[config.mk]
export PLATFORM = sky130hd
export DESIGN_NAME = bcbc_stack
export DESIGN_NICKNAME = d
export VERILOG_FILES = /design/src/rtl/core/bcbc_pkg.sv /design/src/rtl/core/bcbc_ram.sv /design/src/rtl/core/bcbc_stack.sv
export SDC_FILE = /design/constraint.sdc
export NUM_CORES = 1
export LEC_CHECK = 0
export BUFFER_PORTS_ARGS = -buffer_cell sky130_fd_sc_hd__buf_4
export CAP_MARGIN = 0
export CORE_ASPECT_RATIO = 0.7
export CORE_UTILIZATION = 35
export CTS_BUF_LIST = sky130_fd_sc_hd__clkbuf_16
export CTS_CLUSTER_DIAMETER = 100
export CTS_CLUSTER_SIZE = 40
export DETAILED_ROUTE_END_ITERATION = 16
export GPL_TIMING_DRIVEN = 0
export PLACE_DENSITY = 0.58
export SKIP_LAST_GASP = 1
export SLEW_MARGIN = 20
export SYNTH_ARGS = -nofsm -noshare
export SYNTH_HDL_FRONTEND = slang
export SYNTH_HIERARCHICAL = 1
export SYNTH_SLANG_ARGS = --single-unit
[constraint.sdc]
create_clock -name i_clk -period 13.3 [get_ports i_clk]
set_clock_uncertainty 0.2 [all_clocks]
set_input_delay 1.995 -clock i_clk [delete_from_list [all_inputs] [get_ports i_clk]]
set_output_delay 1.995 -clock i_clk [all_outputs]
set_load 0.01 [all_outputs]
[src/rtl/core/bcbc_pkg.sv]
// ----------------------------------------------------------------------------
// bcbc_pkg
// Shared types and constants for the bracket and comment balance checker.
// ----------------------------------------------------------------------------
package bcbc_pkg;

    localparam int STACK_DEPTH = 128;
    localparam int CNT_W       = $clog2(STACK_DEPTH + 1);
    localparam int ADDR_W      = $clog2(STACK_DEPTH);
    localparam int KIND_W      = 2;

    localparam logic [7:0] CH_LPAREN = 8'h28;
    localparam logic [7:0] CH_RPAREN = 8'h29;
    localparam logic [7:0] CH_LBRACK = 8'h5B;
    localparam logic [7:0] CH_RBRACK = 8'h5D;
    localparam logic [7:0] CH_SLASH  = 8'h2F;
    localparam logic [7:0] CH_STAR   = 8'h2A;

    localparam logic [KIND_W-1:0] KIND_PAREN   = 2'd0;
    localparam logic [KIND_W-1:0] KIND_BRACK   = 2'd1;
    localparam logic [KIND_W-1:0] KIND_COMMENT = 2'd2;

    localparam logic [2:0] VC_OK          = 3'd0;
    localparam logic [2:0] VC_BAD_PAREN   = 3'd1;
    localparam logic [2:0] VC_BAD_BRACK   = 3'd2;
    localparam logic [2:0] VC_BAD_COMMENT = 3'd3;
    localparam logic [2:0] VC_OPEN_PAREN  = 3'd4;
    localparam logic [2:0] VC_OPEN_BRACK  = 3'd5;
    localparam logic [2:0] VC_OPEN_COMMENT = 3'd6;
    localparam logic [2:0] VC_OVERFLOW    = 3'd7;

    typedef struct packed {
        logic [7:0] ch;
        logic       last;
    } t_in_item;

    typedef struct packed {
        logic       balanced;
        logic [2:0] verdict_code;
    } t_out_item;

    typedef struct packed {
        logic              push;
        logic              pop;
        logic              clear;
        logic [KIND_W-1:0] kind;
    } t_stack_cmd;

    typedef struct packed {
        logic [CNT_W-1:0]  count;
        logic [KIND_W-1:0] top;
    } t_stack_view;

endpackage

[src/rtl/core/bcbc_ram.sv]
// ----------------------------------------------------------------------------
// bcbc_ram
// Generic single-write, single-read RAM with registered read data.
// ----------------------------------------------------------------------------
module bcbc_ram #(
    parameter int WIDTH = 2,
    parameter int DEPTH = 128
) (
    input  logic                     i_clk,
    input  logic                     i_we,
    input  logic [$clog2(DEPTH)-1:0] i_waddr,
    input  logic [WIDTH-1:0]         i_wdata,
    input  logic [$clog2(DEPTH)-1:0] i_raddr,
    output logic [WIDTH-1:0]         o_rdata
);

    logic [WIDTH-1:0] r_mem [DEPTH];
    logic [WIDTH-1:0] r_rdata;

    always_ff @(posedge i_clk) begin
        if (i_we) begin
            r_mem[i_waddr] <= i_wdata;
        end
        r_rdata <= r_mem[i_raddr];
    end

    assign o_rdata = r_rdata;

endmodule

[src/rtl/core/bcbc_stack.sv]
// ----------------------------------------------------------------------------
// bcbc_stack
// Opener stack: top entry in a register, lower entries in RAM with the entry
// below the top prefetched every cycle so a pop need not wait for a RAM read.
// ----------------------------------------------------------------------------
module bcbc_stack (
    input  logic                     i_clk,
    input  logic                     i_rst_n,
    input  bcbc_pkg::t_stack_cmd     i_cmd,
    output bcbc_pkg::t_stack_view    o_view,
    output bcbc_pkg::t_stack_view    o_next
);

    logic [bcbc_pkg::CNT_W-1:0]  r_count;
    logic [bcbc_pkg::CNT_W-1:0]  n_count;
    logic [bcbc_pkg::CNT_W-1:0]  w_count_op;
    logic [bcbc_pkg::CNT_W-1:0]  w_count_rd;
    logic [bcbc_pkg::KIND_W-1:0] r_top;
    logic [bcbc_pkg::KIND_W-1:0] n_top;
    logic                        r_byp_valid;
    logic [bcbc_pkg::KIND_W-1:0] r_byp_data;
    logic [bcbc_pkg::KIND_W-1:0] w_ram_q;
    logic [bcbc_pkg::KIND_W-1:0] w_below;
    logic                        w_we;
    logic [bcbc_pkg::ADDR_W-1:0] w_waddr;
    logic [bcbc_pkg::ADDR_W-1:0] w_raddr;

    assign w_below = r_byp_valid ? r_byp_data : w_ram_q;
    assign w_we    = i_cmd.push && (r_count != '0);

    always_comb begin
        w_count_op = r_count;
        n_top      = r_top;
        if (i_cmd.push) begin
            w_count_op = r_count + bcbc_pkg::CNT_W'(1);
            n_top      = i_cmd.kind;
        end else if (i_cmd.pop) begin
            w_count_op = r_count - bcbc_pkg::CNT_W'(1);
            n_top      = w_below;
        end
    end

    assign n_count    = i_cmd.clear ? '0 : w_count_op;
    assign w_count_rd = n_count - bcbc_pkg::CNT_W'(2);
    assign w_raddr    = w_count_rd[bcbc_pkg::ADDR_W-1:0];
    assign w_waddr    = w_count_op[bcbc_pkg::ADDR_W-1:0] - bcbc_pkg::ADDR_W'(2);

    bcbc_ram #(
        .WIDTH (bcbc_pkg::KIND_W),
        .DEPTH (bcbc_pkg::STACK_DEPTH)
    ) u_ram (
        .i_clk   (i_clk),
        .i_we    (w_we),
        .i_waddr (w_waddr),
        .i_wdata (r_top),
        .i_raddr (w_raddr),
        .o_rdata (w_ram_q)
    );

    always_ff @(posedge i_clk) begin
        if (!i_rst_n) begin
            r_count     <= '0;
            r_byp_valid <= 1'b0;
        end else begin
            r_count     <= n_count;
            r_byp_valid <= w_we;
        end
        r_top      <= n_top;
        r_byp_data <= r_top;
    end

    assign o_view.count = r_count;
    assign o_view.top   = r_top;
    assign o_next.count = w_count_op;
    assign o_next.top   = n_top;

endmodule

Yosys cells after proc, flatten, opt, wreduce, memory -nomap -nowiden
Memory sizes are Yosys's and may differ from the RTL's. A register that Yosys moved wholly into a read port is not among the register bits.
Cells that the tools add are included.
Widths: inputs -> output; s select.
{"block": "word_totals", "reg_bits": 13, "latch_bits": 0, "mem_bits_rw": 256, "mem_bits_ro": 0, "output_inout_bits": 20, "wordCells": 19, "n_memories": 1}
{"memory": "u_ram.r_mem", "words": 128, "word_bits": 2, "rd": 1, "rd_ports_with_merged_regs": 1, "wr": 1, "line_no": "bcbc_ram.sv:17", "text": "logic [WIDTH-1:0] r_mem [DEPTH];"}
{"block": "op_classes", "n_addsub": 4, "multipliers": 0, "div": 0, "magnitude_cmp": 0, "eq_ne": 0, "shift": 0, "muxes": 8, "bitwise_logic": 0, "reduce_logical": 2}
{"operator": "$mux 8", "n": 3}
{"operator": "$sub 7x2->7 const B", "n": 2}
{"operator": "$add 8x1->8 const B", "n": 1}
{"operator": "$reduce_bool 8->1", "n": 1}
{"operator": "$sub 8x1->8 const B", "n": 1}
{"operator": "$mux 2", "n": 3}
{"operator": "$mux 1", "n": 2}
{"operator": "$logic_and 1x1->1", "n": 1}

Logic depth before layout (Yosys ltp)
{"block": "depth", "word_depth": 5, "depth_mapped": 15}

By module
The synthesis kept the hierarchy.
{"mod": "bcbc_ram", "n_inst": 1, "cells_each": 611, "area_per_inst_um2": 10612.7}
{"mod": "bcbc_stack", "n_inst": 1, "cells_each": 110, "area_per_inst_um2": 910.9}

Least setup slack after synthesis
Ideal clock, no wire load.
{"block": "synth_path", "kind": "input to register", "from": "input port i_cmd[4] (netlist bit)", "to": "register u_ram.r_rdata[0] (netlist: u_ram/o_rdata[0]) (read register of u_ram.r_mem)", "setup_time_ns": 0.134, "arrival_time_ns": 5.337, "setup_slack_ns": 7.629, "cell_stages": 14, "n_path_buf": 4, "path_cell_list": "clkbuf_1 a21oi_1 a211o_1 or2_2 ha_1 inv_1 clkbuf_1 buf_2 buf_1 mux4_2 mux2_2 o22ai_1 nor3_1 or4_1"}
{"block": "synth_between", "elab_chain_cells": 3}
{"element": "start, declared", "line_no": "bcbc_stack.sv:9", "text": "input bcbc_pkg::t_stack_cmd i_cmd,"}
{"element": "$mux 8", "line_no": "bcbc_stack.sv:34", "text": "if (i_cmd.push) begin"}
{"element": "$mux 8", "line_no": "bcbc_stack.sv:43", "text": "assign n_count = i_cmd.clear ? '0 : w_count_op;"}
{"element": "$sub 7x2->7", "line_no": "bcbc_stack.sv:44", "text": "assign w_count_rd = n_count - bcbc_pkg::CNT_W'(2);"}
{"element": "via w_count_rd, one bit", "line_no": "bcbc_stack.sv:17", "text": "logic [bcbc_pkg::CNT_W-1:0] w_count_rd;"}
{"element": "end, declared", "line_no": "bcbc_ram.sv:18", "text": "logic [WIDTH-1:0] r_rdata;"}
The timed path passes the listed nets, and every way through them passes these cells.
A chain may end at the register's enable or synchronous reset.

Final worst setup path
Ends and elaborated chain as after synthesis.

==> impl_summary.txt <==
----------------------------------------------------
[Final layout]
  Layout Cell Area excl Fill ... 0.0126 sq mm
  Antenna diodes ... 0
  Final core occ ... 39.1%
  Number of standard cells in the final layout excluding fillers ... 1192
  Synth-to-layout area growth ... 9.61%
  Ratio of cells with drive above 1 in the final layout ... 16.2%
  Final net count ... ~770

[Floorplanning]
  Die Footprint ... around 0.034 sq mm
  Std-Cell Rows ... 55
  Standard cell core area ... between 0.03 and 0.04 sq mm
  Die outline width ... 219 um
  Initial Utilization ... approximately 36%
  Boundary pin count ... 27
  Chip Height ... 154 um

[Logic synthesis]
  Compound-gate portion of the synthesized area ... 2.80%
  Xor/xnor share of the synthesized area ... 0.749%
  Synthesized area per cell ... roughly 16 sq um
  Number of synthesized flops with an enable pin ... ~260
  Yosys cell types ... between 40 and 50
  Post-Synth Adder-Cell Area ... 0.543%
  Net count after synthesis ... 733
  Most common library cells after synthesis ... 256 x sky130_fd_sc_hd__edfxtp_1, 134 x sky130_fd_sc_hd__nor2_1, 51 x sky130_fd_sc_hd__mux4_2
  Most instantiated library cell after synthesis ... sky130_fd_sc_hd__edfxtp_1
  Cell taking the most area after synthesis ... sky130_fd_sc_hd__edfxtp_1
  Post-synthesis instance area ... 0.0115 sq mm
  Number of instances in the synthesized netlist ... ~700
  Portion of the post-synthesis area used by sequential elements ... 69.3%
  Top cell type's share of synthesized area ... 66.7%
  Flops & latches, synth ... 271
  Primary flip-flop cell chosen by synthesis mapping ... sky130_fd_sc_hd__edfxtp_1
  Leading cell types by total area after synthesis ... sky130_fd_sc_hd__edfxtp_1 67%, sky130_fd_sc_hd__mux4_2 10%, sky130_fd_sc_hd__nor2_1 4.4%
  Share of synthesized area spent on multiplexers ... approximately 15%
  FFs w/ async S/R, synth ... 0%
  Ys Warns ... 6
  Area fraction in and, or, nand and nor cells after synthesis ... 9.23%
  Largest family of logic cells by synthesized area ... multiplexers

[Timing]
  Setup violation total in the final timing report ... 0
  Number of pins with negative max-slew slack in the final report ... 0
  Setup repair after global routing missed its margin ... no
  Final-layout setup total negative slack ... 0 ps
  Post-route worst setup slack ... 6920 ps
  Final critical path time including I/O delays and setup ... ~6400 ps
  Endpoints failing hold ... 0
  Transition time of the tightest slew-check pin ... 1050 ps
  Peak Freq ... between 150 and 200 MHz
  Fraction of the cycle the final worst path needs ... 48.0%
  Max transition margin ... about 30%

[Route]
  Via density ... 5.30
  Routed wire length ... 26400 um
  Number of vias after detailed routing ... between 6000 and 7000
  DRC violations left ... 0
  Wirelength per Cell ... 22.1 um
  Number of nets still failing antenna checks after routing ... 0
  DR iter-0 viols ... 607
  DR pass1 iterations ... 5

[Run status]
  Status ... finished clean

[Setup path]
  Most used cell, CP ... sky130_fd_sc_hd__clkbuf_1
  Capturing element type of the critical path ... flop
  Type of the worst setup path ... input pin to flop
  Delay of the slowest critical-path stage ... ~740 ps
  Crit path max fanout ... 10
  Worst path cell trace ... buf_4 -> clkbuf_1 -> a21oi_1 -> a211o_1 -> or2_2 -> ha_1 -> inv_1 -> clkbuf_1 -> clkbuf_1 -> mux4_2 -> mux4_2 -> o22ai_1 -> nor3_1 -> or4_1
  Type of origin of the critical path ... input pin
  Worst path required time ... between 10000 and 15000 ps
  Slowest cell on the critical path ... sky130_fd_sc_hd__clkbuf_1
  Reg-to-reg slack, setup ... 8000 ps
  Data arrival time of the worst path ... 6570 ps

[Clock network]
  Hold Buf Count CTS ... 0
  Root Buffer Master ... sky130_fd_sc_hd__clkbuf_16
  Count of H-tree levels built during CTS ... 1
  Clock latency reported for the late side of the worst-skew pair ... 510 ps
  Total of cells resized after clock tree synthesis ... 0
  Clock sink count ... around 270
  Clock tree from TritonCTS ... yes
  Maximum root-to-sink buffer count ... 3
  Number of CTS-inserted buffers ... 10
  Clock-pin slew on the worst setup and hold paths ... 130 ps
  Post-CTS Repair Setup Buffers ... 0

[Global route]
  Number of antenna violations at the first check in global routing ... 0
  Number of global-route vias before repair ... 6157
  Total grt overflow ... 0
  Pin count of the biggest net entering global routing ... 56
  Global-route wire length before repair ... 39700 um
  Global-route usage over all layers ... 16.0%

[Power and ir drop]
  Areal power density over the cells ... about 130 mW/mm^2
  Worst vdd rail ir drop ... 0.0970 mV
  Lkg Pwr ... 3.90 nW

[Placement]
  Pre-CTS WS ... 6380 ps
  Cell area after placement ... 0.0123 sq mm
  # port buffers ... 25
  Detailed placer's ending HPWL ... 18200 um
  Placer congestion estimate ... 0.829
  Cell total after placement ... roughly 1200

[Worst hold path]
  Min-Delay Path Class ... flop to flop

[Job]
  Max-cap violations ... 0

----------------------------------------------------
[worst max-delay path, delay by kind of cell]
kind	cells	cell delay (ps)
AO/OA/AOI/OAI	3	810
adder cells (fa/ha/maj)	1	270
buffers and inverters	5	1650
multiplexers	2	980
AND/OR/NAND/NOR	3	860
[layout by cell type (no fill, tap or decap), types with 7 or more instances in the layout]
cell type	Yosys	routed
sky130_fd_sc_hd__edfxtp_1	256	256
sky130_fd_sc_hd__nor2_1	134	134
sky130_fd_sc_hd__mux4_2	51	51
sky130_fd_sc_hd__mux2i_1	35	35
sky130_fd_sc_hd__buf_4	2	27
sky130_fd_sc_hd__clkbuf_1	23	23
sky130_fd_sc_hd__nand2_1	22	22
sky130_fd_sc_hd__nor3_1	19	19
sky130_fd_sc_hd__inv_1	13	16
sky130_fd_sc_hd__a22oi_1	16	16
sky130_fd_sc_hd__nand3_1	15	15
sky130_fd_sc_hd__dfxtp_1	15	13
sky130_fd_sc_hd__nor2b_1	12	12
sky130_fd_sc_hd__clkbuf_16	0	11
sky130_fd_sc_hd__o22ai_1	10	10
sky130_fd_sc_hd__a21oi_1	9	9
sky130_fd_sc_hd__mux2_2	8	8
sky130_fd_sc_hd__buf_2	7	7
sky130_fd_sc_hd__nand2b_1	7	7
sky130_fd_sc_hd__xnor2_1	7	7
[sequential cells by signal, indices dropped and copies added, names as in the netlist]
signal and count:
u_ram/r_mem 256, r_count 8, r_byp_data 2, r_top 2
u_ram/o_rdata 2, r_byp_valid 1
[worst paths after layout]
check                           to  cells past startpoint        from
setup reg to reg  u_ram/o_rdata[0]                     14  r_count[0]
setup / recovery  u_ram/o_rdata[0]                     14    i_cmd[4]
hold / removal       r_byp_data[0]                      0    r_top[0]
hold reg to reg      r_byp_data[0]                      0    r_top[0]
[power breakdown]
group	leakage (nW)	switching, mW	total, mW	internal [mW]
clock network	0.158	0.245	0.399	0.154
registers	2.43	0.0157	0.984	0.968
logic	1.31	0.171	0.268	0.0971
[metrics by stage]
step                      hold WS, ps  power, mW
after CTS                         387       1.66
after floorplan                   441       1.17
after global routing              406       1.71
after detailed placement          363       1.27
final                             377       1.65
after global placement            424       1.27
[layout make-up]
type / count / area [sq um]
Timing Repair Buffer: 29 / 268
Multi-Input combinational cell: 396 / 3280
Clock buffer: 11 / 275
Tap cell: 427 / 534
Inverter: 13 / 48.8
Sequential cell: 271 / 8000
Buffer: 41 / 209
Clock inverter: 4 / 22.5
Fill cell: 2998 / 19700
[cells by family after synthesis]
| logic type | after synthesis |
|---|---|
| flip-flops | 271 |
| adder cells (fa/ha/maj) | 5 |
| AO/OA/AOI/OAI | 48 |
| XOR/XNOR | 9 |
| multiplexers | 100 |
| buffers and inverters | 54 |
| AND/OR/NAND/NOR | 234 |
[metal layers]
layer  wire length [um]  global-route usage, %  up-vias
li1                   -                      -     2856
met1              13000                   25.2     3268
met2              11300                   22.7      183
met3               1920                   3.86       12
met4                174                   1.75        0
met5                  0                      0        -
Note: power is estimated with default switching activity, not from simulation.
